<file path="src/hdl/wbm_pkg.sv">
// ----------------------------------------------------------------------------
// wbm_pkg
// Shared types and codes for the wraparound byte memory.
// ----------------------------------------------------------------------------
package wbm_pkg;

	// Access word carried between the sequencer and the address reduction unit.
	typedef logic [31:0] word_t;

	// Operation codes of one transaction.
	typedef logic [1:0] op_t;
	localparam op_t OP_LOAD  = 2'd0;
	localparam op_t OP_STORE = 2'd1;
	localparam op_t OP_MARK  = 2'd2;
	localparam op_t OP_NONE  = 2'd3;

	// Byte count field and the widest access.
	typedef logic [2:0] count_t;
	localparam count_t WORD_BYTES = 3'd4;

	// Packed width of the input stream data, rounded up to whole bytes.
	localparam int IN_BITS  = 77;
	localparam int IN_BYTES = (IN_BITS + 7) / 8;

endpackage

</file>
<file path="src/hdl/wbm_addr_reduce.sv">
// ----------------------------------------------------------------------------
// wbm_addr_reduce
// Four-stage pipeline that reduces a signed 32-bit address modulo the memory
// size by a reciprocal multiplication with one correction step.
// ----------------------------------------------------------------------------
module wbm_addr_reduce #(
	parameter int MEMORY_BYTES = 4096
) (
	input  logic                            clk,
	input  logic                            arst_n,
	input  logic                            in_valid,
	input  wbm_pkg::word_t                  address,
	output logic                            out_valid,
	output logic [$clog2(MEMORY_BYTES)-1:0] out_addr
);

	import wbm_pkg::*;

	localparam int AW = $clog2(MEMORY_BYTES);
	localparam int K  = 31 + AW;
	// Floor reciprocal; the quotient estimate is at most one below the true one.
	localparam logic [63:0] RECIP_FULL = (64'd1 << K) / 64'(MEMORY_BYTES);
	localparam logic [31:0] RECIP      = RECIP_FULL[31:0];
	localparam logic [31:0] MEM32      = 32'(MEMORY_BYTES);
	localparam logic [AW:0] MEM_W      = (AW + 1)'(MEMORY_BYTES);
	// A negative address weighs 2^32 less than its unsigned pattern, which
	// amounts to adding (M - 2^32 mod M) mod M to the unsigned remainder.
	localparam int          WRAP_REM   = int'((64'd1 << 32) % 64'(MEMORY_BYTES));
	localparam int          NEG_ADD    = (WRAP_REM == 0) ? 0 : MEMORY_BYTES - WRAP_REM;
	localparam logic [AW:0] NEG_W      = (AW + 1)'(NEG_ADD);

	logic          v_s1, v_s2, v_s3;
	word_t         x_s1, x_s2;
	logic [63:0]   prod_s1;
	word_t         qm_s2;
	logic [AW-1:0] r_s3;
	logic          neg_s3;

	word_t         quot;
	word_t         diff;
	logic [AW:0]   diff_lo;
	logic [AW:0]   rem_fix;
	logic [AW:0]   sum;
	logic [AW:0]   sum_fix;

	assign quot    = 32'(prod_s1 >> K);
	assign diff    = x_s2 - qm_s2;
	assign diff_lo = diff[AW:0];
	assign rem_fix = (diff_lo >= MEM_W) ? diff_lo - MEM_W : diff_lo;
	assign sum     = {1'b0, r_s3} + (neg_s3 ? NEG_W : '0);
	assign sum_fix = (sum >= MEM_W) ? sum - MEM_W : sum;

	always_ff @(posedge clk or negedge arst_n) begin
		if (!arst_n) begin
			v_s1      <= 1'b0;
			v_s2      <= 1'b0;
			v_s3      <= 1'b0;
			out_valid <= 1'b0;
		end else begin
			v_s1      <= in_valid;
			v_s2      <= v_s1;
			v_s3      <= v_s2;
			out_valid <= v_s3;
		end
	end

	always_ff @(posedge clk) begin
		x_s1     <= address;
		prod_s1  <= {32'd0, address} * {32'd0, RECIP};
		x_s2     <= x_s1;
		qm_s2    <= quot * MEM32;
		r_s3     <= rem_fix[AW-1:0];
		neg_s3   <= x_s2[31];
		out_addr <= sum_fix[AW-1:0];
	end

endmodule

</file>
<file path="config.mk">
export PLATFORM = sky130hd
export DESIGN_NAME = wbm_addr_reduce
export DESIGN_NICKNAME = d
export VERILOG_FILES = /design/src/hdl/wbm_pkg.sv /design/src/hdl/wbm_addr_reduce.sv
export SDC_FILE = /design/constraint.sdc
export NUM_CORES = 1
export LEC_CHECK = 0
export BUFFER_PORTS_ARGS = -buffer_cell sky130_fd_sc_hd__buf_2
export CAP_MARGIN = 5
export CORE_ASPECT_RATIO = 1.5
export CORE_MARGIN = 5
export CORE_UTILIZATION = 32
export DETAILED_ROUTE_END_ITERATION = 12
export MAX_ROUTING_LAYER = met4
export PLACE_DENSITY_LB_ADDON = 0.2
export SYNTH_ARGS = -nofsm -noshare
export SYNTH_HDL_FRONTEND = slang
export SYNTH_SLANG_ARGS = --single-unit
export TNS_END_PERCENT = 5
</file>
<file path="constraint.sdc">
create_clock -name clk -period 0.8 [get_ports clk]
set_input_delay 0.08 -clock clk [delete_from_list [all_inputs] [get_ports clk]]
set_output_delay 0.08 -clock clk [all_outputs]
set_load 0.01 [all_outputs]
</file>
; After elaboration in Yosys (flattened, before gate mapping)
; Index checks and enable logic that the tools add are counted.
[classes]
n_addsub = 3
n_mux = 2
n_lt_le_gt_ge = 2
[ops]
columns = operator, count
row1 = $mux 12, 2
row2 = $sub 12x1->12 const B, 2
row3 = $ge 12x13->1 const B, 1
row4 = $ge 13x13->1 const B, 1
row5 = $sub 13x13->13, 1
[totals]
output_inout_bits = 13
elab_cells = 16
inputBits = 35
regBits = 55

; Depth between registers and ports, before layout
; Gate-level depths: netlist of the first run.
[depth]
word_depth = 3
ltp_mapped = 0
ltp_nobuf = 0

; Worst setup path before layout of the first run
; Ideal clock, no wire load.
[synth_timing]
path_kind = register to output
startpoint = register out_valid
endpoint = output out_valid
t_arrival_ns = 0.376
slack_ns = 0.344
n_path_buf = 0
t_required_ns = 0.720
path_stages_with_launch = 1
cell_sequence = dfrtp_1
[synth_lines]
columns = item, line
row1 = "start, declared", wbm_addr_reduce.sv:13  ; output logic out_valid,
row2 = "start signal, assigned", wbm_addr_reduce.sv:63  ; out_valid <= v_s3;
; No word-level cell between the ends.

; Final worst setup path of the first run
[layout_timing]
startpoint = register out_valid
endpoint = output out_valid
; No word-level cell between the ends.

==> flow_results.org, run 1 <==
** Outcome
- Result of the run :: finished, violations left
- Failing checks :: setup timing

** Finish
- The multi-input combinational cells in the finished layout cover a total of 0 sq um.
- The repair_antennas step left the layout with diodes totalling 0.
- Relative to the synthesized area, the layout overhead comes to 43.3%.
- Number of nets in the finished design :: 135
- Leading cell type in the layout, fill and taps excluded :: sky130_fd_sc_hd__dfxtp_1
- Of the cells placed in the final design, the portion with a size suffix greater than 1 is 0.396.
- After filler insertion, the fill cell instance count of the layout stands at 288.
- In the layout the commonest cells are sky130_fd_sc_hd__dfxtp_1, sky130_fd_sc_hd__buf_2, sky130_fd_sc_hd__dlygate4sd3_1, sky130_fd_sc_hd__clkbuf_8.
- 0 cells are multi-input combinational gates.

** Run
- Number of maximum-capacitance violations :: 0

** Synthesis
- The complex-gate fraction of the synthesized area is 0.
- Synthesized-area fraction occupied by adder cells :: 0
- Synth Area in Simple Gates :: 0
- Mean Syn Cell Area :: 20.4 sq um
- Gate count of the mapped netlist :: 52
- Number of warnings issued by yosys :: 0
- Syn Std Cell Area :: 1060 sq um
- The netlist uses 2 different library cells.
- The number of nets handed over by synthesis was 87.
- Counting flops and latches in the post-synthesis netlist gives 52.
- Of the total synthesized cell area, the portion taken by XOR and XNOR cells is 0.
- Fraction of the yosys area taken by sequential cells :: 1.00
- Proportion of synthesized area in mux cells :: 0

** Clock tree
- Clock-pin transition on the worst setup and hold timing paths :: 80 ps
- Clock latency reported for the late side of the worst-skew pair :: 290 ps
- Max Buffers Root-to-Sink :: 2
- Root buffer cell :: sky130_fd_sc_hd__clkbuf_8
- The clock tree synthesis step divided the H-tree into 2 levels.
- Sinks on the clock net :: 52
- Inserted Clock Buffers :: 5
- TritonCTS built the clock tree.
- Buffers added to address setup during post-CTS repair amount to 0.

** Global routing
- For this run, global-route usage on met3 was measured as 0.0434.
- Across every metal layer, demand over resource in global routing totals 0.0712.
- The first global-routing pass estimated 2210 microns of wire.
- The global routing stage identified its most utilized layer as met2.
- Entering global routing, the biggest net connects 17 pins.
- Total overflow reported by the global router :: 0
- Met1 usage in global routing :: 0.0612
- The number of global-route vias before repair came to 534.
- The number of antenna violations at the first check in global routing is 0.
- For met2 alone, demand over resource in global routing was 0.103.

** Place
- Routability-driven placement finished with a final weighted congestion of 0.590.
- Buffers placed on the I/O ports in this run total 27.

** STA
- For the pin with the worst max-slew slack, the measured transition is 89.1 ps.
- Setup slack on the critical path of the routed design comes to -57.8 ps.
- Setup repair after global routing could not meet its margin everywhere.
- The count of pins over their slew limit came to 0.
- Worst clock skew on the final layout :: 6.34 ps
- Final Hold Vio Count :: 0
- Final critical path time including I/O delays and setup :: 858 ps
- Timing would allow up to 1170 MHz.
- Final setup violation count :: 7
- Total negative setup slack :: -79.6 ps
- Dividing the final minimum period by the clock period gives 1.07.
- Measured against its own limit, the worst slew margin works out to 0.941.

** Detailed routing
- Total wirelength of the detailed-routed design :: 1230 microns
- In this run the remaining antenna-violating nets after routing total 0.
- In the routed design, unresolved DRC markers number 0.
- Before antenna repair, the detailed router went through 2 iterations.
- Iteration-0 DRC Markers :: 1
- Post-DR vias/cell :: 3.46
- The routed layout has 488 vias.
- After detailed routing, the average wire length per cell comes to 8.74 microns.

** Floorplanning
- Area enclosed by the die boundary :: 4590 sq um
- Initial core utilization :: 0.333
- IO Count :: 48
- Core ar. :: 3190 sq um
- The die is 80.5 microns tall.
- Standard-cell row count :: 25
- Measured along the x axis, the die boundary spans 57.0 microns.

** Setup path
- Flop2flop setup slack :: 310 ps
- Nature of the critical path endpoint :: output pin
- The critical path is of the flop to output pin type.
- The cell family contributing the most delay on the critical path is flip-flops.
- The number of buffers and inverters on the critical path is 1.
- The worst setup path is launched from a flop.
- The signal on the critical path passes through buf_2.
- At the worst endpoint, the required time is 720 ps.
- Maximum single-stage delay on the critical path :: 360 ps
- For this design, the slowest cell found on the critical path is sky130_fd_sc_hd__dfrtp_1.
- Along the worst path, the maximum fanout reaches 1.
- For the worst setup path, the data arrival time is 780 ps.

** Pwr
- Of the total power, the share spent switching nets is 0.191.
- Of the total power, the clock network draws 0.335.
- Leakage :: 0.679 nW
- For this design the ratio of total power to cell area is 2880 nW/um^2.
- Internal portion of total power :: 3.54 mW
- After layout, the design draws a total of 4.38 mW.
- Of the total power, combinational logic draws 0.035.
- Worst ir drop on vdd :: 1420 uV
- Of the total power, registers draw 0.630.
- Net switching power of the design :: 837 uW

** Hold path
- Worst min path class :: input pin to async pin
## layer usage
metal / vias up / share of wire
met5: - / 0
met4: 0 / 0.046
met3: 8 / 0.13
met2: 21 / 0.50
met1: 207 / 0.33
li1: 252 / -
## synth_stat cells
cell type,n,share of area
sky130_fd_sc_hd__dfrtp_1,4,0.094
sky130_fd_sc_hd__dfxtp_1,48,0.91
## flip-flops by register name, indices dropped and copies added (netlist names)
register and flops:
out_addr 12, prod_s1 12, r_s3 12, x_s2 12, out_valid 1, v_s1 1
v_s2 1, v_s3 1
## power groups by stage
stage / clock [mW] / sequential [mW] / combinational [mW]
floorplan: 0 / 2.83 / 0
global placement: 0 / 2.81 / 0.0867
detailed placement: 0 / 2.82 / 0.0882
CTS: 1.55 / 2.76 / 0.140
global route: 1.66 / 2.78 / 0.167
finish: 1.47 / 2.76 / 0.152
## cell families (layout without fill, tap and decap cells)
group                  count (synthesis)  after routing
DFF                                   52             52
buffers and inverters                  0             49
## timing repair
action                                  in CTS  in global routing
gates resized for setup                      0                 10
endpoints found under the hold margin       17                  0
hold buffers                                14                  0
endpoints found under the setup margin      13                 13
## worst paths after layout
check                               start            to  depth (start not counted)
worst max register to register       v_s3     out_valid                          0
worst min register to register   r_s3[11]  out_addr[11]                          0
max in group asynchronous          arst_n     out_valid                          2
worst max-delay path            out_valid     out_valid                          1
worst min-delay path               arst_n          v_s3                          2
min in group clk                 r_s3[11]  out_addr[11]                          0
## cell type report
type	count	area (sq um)	area share
timing repair buffer	41	307	0.202
clock inverter	2	13.8	0.00905
clock buffer	6	82.6	0.0543
sequential	52	1070	0.702
tap	40	50.0	0.0329
## metrics by stage
step / util / cell area, sq um / instances / hold slack, ps / setup slack [ps]
3_5_place_dp: 0.391 / 1250 / 119 / -113 / 249
3_3_place_gp: 0.391 / 1250 / 119 / -120 / 252
5_1_grt: 0.476 / 1520 / 141 / 111 / -100
4_1_cts: 0.465 / 1480 / 141 / 103 / -81.3
2_1_floorplan: - / 1060 / 52 / -216 / 344
6_report: 0.476 / 1520 / 141 / 116 / -57.8
Note: power is estimated with default switching activity, not from simulation.
==> inputs of run 2 (changes only) <==
Settings changed: BUFFER_PORTS_ARGS -buffer_cell sky130_fd_sc_hd__buf_2 to -buffer_cell sky130_fd_sc_hd__clkbuf_2.
==> run 2 against run 1 <==
  * The run still ends with setup timing left
  * Clock-buffer cell count is the same
  * Clock power grew 13%
  * Total power grew 4.3%
  * Sequential power is essentially flat
  * Utilization grew 0.16 points
  * Clock skew shrank 2.0 ps
  * Sequential share of layout area shrank 0.23 points
  * Final cell count is the same
  * Largest cell class unchanged
  * Largest power group unchanged
  * Highest routed layer unchanged
==> flow_results.org, run 2 (synthesized netlist as in run 1, its figures left out) <==
** Outcome
- Result of the run :: finished, violations left
- Failing checks :: setup timing

** Finish
- Leading cell type in the layout, fill and taps excluded :: sky130_fd_sc_hd__dfxtp_1
- In the layout the commonest cells are sky130_fd_sc_hd__dfxtp_1, sky130_fd_sc_hd__clkbuf_2, sky130_fd_sc_hd__dlygate4sd3_1, sky130_fd_sc_hd__buf_2.
- Summing all multi-input logic gate instances after layout gives 0 sq um.
- Of the cells placed in the final design, the portion with a size suffix greater than 1 is 0.386.
- Antenna Cells :: 0
- For this run, the post-layout net count is 135.
- Area growth, synth to finish :: 43.7%
- Fill cells in the final layout number 302.
- Multi-input comb cells :: 0

** Detailed routing
- The detailed router finished its first iteration with 2 violations.
- Routed wire length per instance :: 8.73 microns
- Highest metal layer with signal wires :: met4
- Total length of routed met2 wires :: 619 microns
- First-pass detailed-route iteration total :: 2
- Met1 layer wirelength in the final routing :: 403 microns
- After detailed routing, the met3 layer carries 153 microns of wire.
- Post-detailed-route DRC marker count :: 0
- The final layout contains routed wiring with a total length of 1230 microns.
- The detailed router placed 500 vias in this run.
- Once detail routing completed, the nets flagged for antenna violations numbered 0.
- Dividing the detail-routed via count by the number of cells gives 3.55.

** Global routing
- Number of antenna violations at the first check in global routing :: 0
- The total overflow left after global routing is 0.
- The number of global-route vias before repair came to 540.
- The first global-routing pass estimated 2260 microns of wire.
- Pin count of the biggest net entering global routing :: 16
- In the global route stage, overall resource usage came out at 0.0719.

** Pwr
- Net switching power of the design :: 808 uW
- Worst ir drop on vdd :: 1380 uV
- Internal portion of total power :: 3.76 mW
- Leakage :: 0.684 nW
- Switching fraction of total power :: 0.177
- The share of total power dissipated in combinational logic is 0.033.
- Of the total power, the clock network draws 0.363.
- Power spread over the standard cell area amounts to 2990 nW/um^2.
- Of the total power, registers draw 0.604.

** STA
- Final setup violation count :: 4
- The count of pins over their slew limit is 0.
- Total negative setup slack :: -58.9 ps
- Worst-Margin Slew :: 97.8 ps
- Clock skew on the completed layout was measured at 4.31 ps.
- Headroom to the max-slew limit came out at 0.935.
- Hold slack final :: 126 ps
- Once routing completed, OpenROAD measured the worst setup slack at -54.6 ps.
- Setup repair after global routing could not meet its margin everywhere.
- Of the available clock period, the critical path in the final layout requires 1.07.
- Final critical path time including I/O delays and setup :: 855 ps
- Max frequency :: 1170 MHz
- Final Hold Vio Count :: 0

** Clock tree
- TritonCTS built the clock tree.
- After clock tree synthesis, the clock-pin slew on the worst setup and hold paths is 80 ps.
- Number of levels the H-tree was split into :: 2
- CTS placed an instance of sky130_fd_sc_hd__clkbuf_8 at the clock tree root.
- The clock passes through at most 2 buffers.
- The number of setup buffers added after CTS is 0.
- For the worst-skew pair, the clock arrives at the later sink with an insertion delay of 290 ps.
- Sinks on the clock net :: 52
- Counting the buffers created by CTS gives 5.

** Floorplanning
- Chip Width :: 57.0 microns
- Standard-cell row count :: 25
- Area enclosed by the die boundary :: 4590 sq um
- IO Count :: 48
- Initial core utilization :: 0.333
- In this run the vertical extent of the chip is 80.5 microns.
- In this run the standard cell core region covers 3190 sq um.

** Place
- Count of input and output buffers :: 27
- Placer's final routability congestion estimate :: 0.605

** Setup path
- Startpoint kind of the worst setup timing path :: flop
- Worst path top cell family by delay :: flip-flops
- Slowest stage cell on the critical path :: sky130_fd_sc_hd__dfrtp_1
- Of all nets on the critical path, the largest fanout is 1.
- Crit path arrival time :: 770 ps
- Nature of the critical path endpoint :: output pin
- Startpoint-to-endpoint class of the critical path :: flop to output pin
- Counting both buffers and inverters, the worst setup path holds a total of 1.
- Maximum single-stage delay on the critical path :: 370 ps
- STA puts the critical path data required time at 720 ps.
- Traced cell by cell, the critical path runs through clkbuf_2.

** Hold path
- The min-delay analysis places its worst path in the category input pin to async pin.

** Run
- Across the run, the number of max-cap violations was 0.
==> run 2: area by class of cell <==
cell class	count	area (sq um)	area share
clock buffers	6	72.6	0.0476
clock inverters	2	35.0	0.0230
flip-flops and latches	52	1070	0.700
well taps	40	50.0	0.0328
repair buffers	41	300	0.197
==> run 2: metal layers <==
metal	vias up	global-route usage
met2	21	0.102
met3	6	0.0418
met5	-	-
met4	0	0.0696
li1	251	-
met1	222	0.0655
==> run 2: timing repair <==
item / in CTS / in global routing
endpoints found under the hold margin: 17 / 0
gates resized for setup: 0 / 19
hold buffers: 14 / 0
endpoints found under the setup margin: 13 / 13
==> run 2: worst paths after layout <==
kind                                to      start  depth (start not counted)  slack (ps)
max in group asynchronous    out_valid     arst_n                          2         560
max reg2reg                  out_valid       v_s3                          0         320
min in group clk           out_addr[0]    r_s3[0]                          0         330
min                               v_s3     arst_n                          2         130
max                          out_valid  out_valid                          1         -50
min reg2reg                out_addr[0]    r_s3[0]                          0         330
==> run 2: stage by stage <==
step	cell area, sq um	utilization	instances	power [mW]	setup slack [ps]
global placement	1250	0.391	119	2.90	260
global route	1530	0.478	141	4.80	-95.4
finish	1530	0.478	141	4.57	-54.6
floorplan	1060	-	52	2.83	344
detailed placement	1250	0.391	119	2.91	256
CTS	1490	0.468	141	4.63	-72.6
==> run 2: power groups by stage <==
stage               combinational [mW]  clock, mW  sequential (mW)
CTS                              0.141       1.73             2.76
finish                           0.151       1.66             2.76
detailed placement              0.0875          0             2.82
floorplan                            0          0             2.83
global placement                0.0864          0             2.81
global route                     0.165       1.86             2.78
==> inputs of run 3 (changes only) <==
Settings changed: CELL_PAD_IN_SITES_DETAIL_PLACEMENT set to 0, CELL_PAD_IN_SITES_GLOBAL_PLACEMENT set to 1, GPL_TIMING_DRIVEN set to 0.
==> run 3 against run 2 <==
  * The run still ends with setup timing left
  * Flip-flop and latch count unchanged
  * Non-clock buffer count unchanged
  * Die area unchanged
  * Clock-buffer cell count increased by 1
  * Critical path depth unchanged
  * Routed wire length decreased by 0.41%
  * Final cell count unchanged
  * Register-to-register slack about the same
  * Sequential power about the same
  * Fmax about the same
  * Sequential share of layout area increased by 0.88 points
  * Total power decreased by 4.9%
  * Critical endpoint unchanged
==> flow_results.org, run 3 (synthesized netlist as in run 1, its figures left out) <==
** Finish
- The library cell used most frequently in the layout, excluding fill and tap cells, is sky130_fd_sc_hd__dfxtp_1.
- Multi-input combinational cells in the finished layout were counted as 0.
- Of the cells placed in the final design, the portion with a size suffix greater than 1 is 0.366.
- Area taken by multi-input logic gates :: 0 sq um
- The layout has 299 filler cells.
- Area growth, synth to finish :: 41.6%
- Commonest cells after routing, fill and taps aside :: sky130_fd_sc_hd__dfxtp_1, sky130_fd_sc_hd__clkbuf_2, sky130_fd_sc_hd__dlygate4sd3_1, sky130_fd_sc_hd__buf_2, sky130_fd_sc_hd__clkbuf_8
- Area taken by flip-flops and latches :: 1060 sq um
- Final std cells w/o fill :: 141
- Antenna Cells :: 0
- For this run, the post-layout net count is 135.

** Setup path
- Sequence of cells on the critical path :: clkbuf_2
- In this design, the stage delay of the slowest critical-path cell is 370 ps.
- The critical path is of the flop to output pin type.
- The number of buffers and inverters on the critical path is 1.
- On the critical path, the stage with the largest delay is an instance of sky130_fd_sc_hd__dfrtp_1.
- Nature of the critical path endpoint :: output pin
- Worst path top cell family by delay :: flip-flops
- STA classifies the critical path startpoint as a flop.
- In this run the critical register-to-register path is captured at v_s2.
- Worst-path fanout max :: 1
- The worst register-to-register path begins at v_s1.
- Worst reg-to-reg path cell count :: 0
- Flop2flop setup slack :: 310 ps
- Critical Path RT :: 720 ps
- For the worst setup path, the data arrival time is 770 ps.

** Global routing
- First-pass GRT wire length :: 2220 microns
- The number of antenna violations at the first check in global routing came to 0.
- Across every metal layer, demand over resource in global routing totals 0.0687.
- Total overflow reported by the global router :: 0
- Number of global-route vias before repair :: 507
- Entering global routing, the biggest net connects 16 pins.

** Pwr
- Power density over the cells :: 2890 nW/um^2
- The design draws 4.34 mW.
- VDD sags by at most 1560 uV.
- Leakage :: 0.670 nW

** Detailed routing
- Total wirelength of the detailed-routed design :: 1230 microns
- The detailed router placed 487 vias in this run.
- Post-DR vias/cell :: 3.45
- Iteration-0 DRC Markers :: 15
- In this run the remaining antenna-violating nets after routing total 0.
- After detailed routing, the average wire length per cell comes to 8.70 microns.
- The first detailed-routing pass took 2 iterations.
- Post-detailed-route DRC marker count :: 0

** STA
- Setup violations remaining at the end of the flow were counted as 2.
- Max frequency :: 1170 MHz
- Across all setup checks in the final design, the least slack found is -54.2 ps.
- At the pin with the least slew margin, the transition time is 101 ps.
- The count of pins over their slew limit is 0.
- RSZ-0062 raised after global routing :: yes
- Final Hold Vio Count :: 0
- Subtracting the final worst setup slack from the clock period gives 854 ps.
- Of the available clock period, the critical path in the final layout requires 1.07.
- Tightest slew margin relative to the limit :: 0.933
- For the final database, setup skew stands at 1.92 ps.

** Clock tree
- TritonCTS clock tree :: built
- The clock reaches the later pin of the worst-skew pair after 290 ps.
- Inserted Clock Buffers :: 5
- Counting along the longest clock path gives a buffer depth of 2.
- Sinks on the clock net :: 52
- Clock-pin slew was measured on the worst setup and hold paths at 80 ps.
- Root buffer cell :: sky130_fd_sc_hd__clkbuf_8
- Number of levels the H-tree was split into :: 2

** Floorplanning
- IO Count :: 48
- In this run the vertical extent of the chip is 80.5 microns.
- Core ar. :: 3190 sq um
- Chip Width :: 57.0 microns
- In this run the core area contains 25 standard-cell rows.
- Area enclosed by the die boundary :: 4590 sq um
- The initial utilization of the core area, before any placement, comes to 0.333.

** Place
- Dpl cells :: 119
- Port buffering added 27 buffers.
- Setup Slack @ Placement :: 258 ps
- Placer's final routability congestion estimate :: 0.715

** Outcome
- The checks that failed: setup timing.
- Result of the run :: finished, violations left

** Hold path
- Worst min path class :: input pin to async pin

** Run
- Across the run, the number of max-cap violations was 0.
## run 3: worst max-delay path by stage
stage,startpoint,to,slack [ps],cells after the start
floorplan,out_valid,out_valid,340,0
global placement,out_valid,out_valid,260,1
detailed placement,out_valid,out_valid,260,1
CTS,out_valid,out_valid,-80,1
global route,out_valid,out_valid,-100,1
finish,out_valid,out_valid,-50,1
## run 3: final cells by class
type / instances / area share
Clock buffer: 7 / 0.0575
Clock inverter: 1 / 0.00500
Sequential cell: 52 / 0.709
Tap cell: 40 / 0.0333
Timing Repair Buffer: 41 / 0.196
## run 3: repair_timing
item	in CTS	in global routing
pin swaps	0	0
hold buffers	14	0
setup endpoints to repair	13	13
resized for setup	0	18
endpoints found under the hold margin	17	0
buffers inserted	0	0
## run 3: metal layers
metal	global-route usage	part of all wire	wire, microns
met1	0.0660	0.37	455
met2	0.0961	0.47	573
met3	0.0434	0.15	182
met4	0.0557	0.012	15
met5	-	0	0
## run 3: where the power goes
group	switching, mW	internal (mW)	total, mW
registers	0.0283	2.73	2.76
logic	0.0490	0.0991	0.148
clock network	0.738	0.702	1.44
## run 3: per-stage QoR
stage / instance area, sq um / setup TNS [ps] / utilization / hold slack [ps]
global route: 1500 / -589 / 0.471 / 119
finish: 1500 / -54.3 / 0.471 / 118
floorplan: 1060 / 0 / - / -216
global placement: 1250 / 0 / 0.391 / -118
CTS: 1480 / -375 / 0.464 / 109
detailed placement: 1250 / 0 / 0.391 / -108
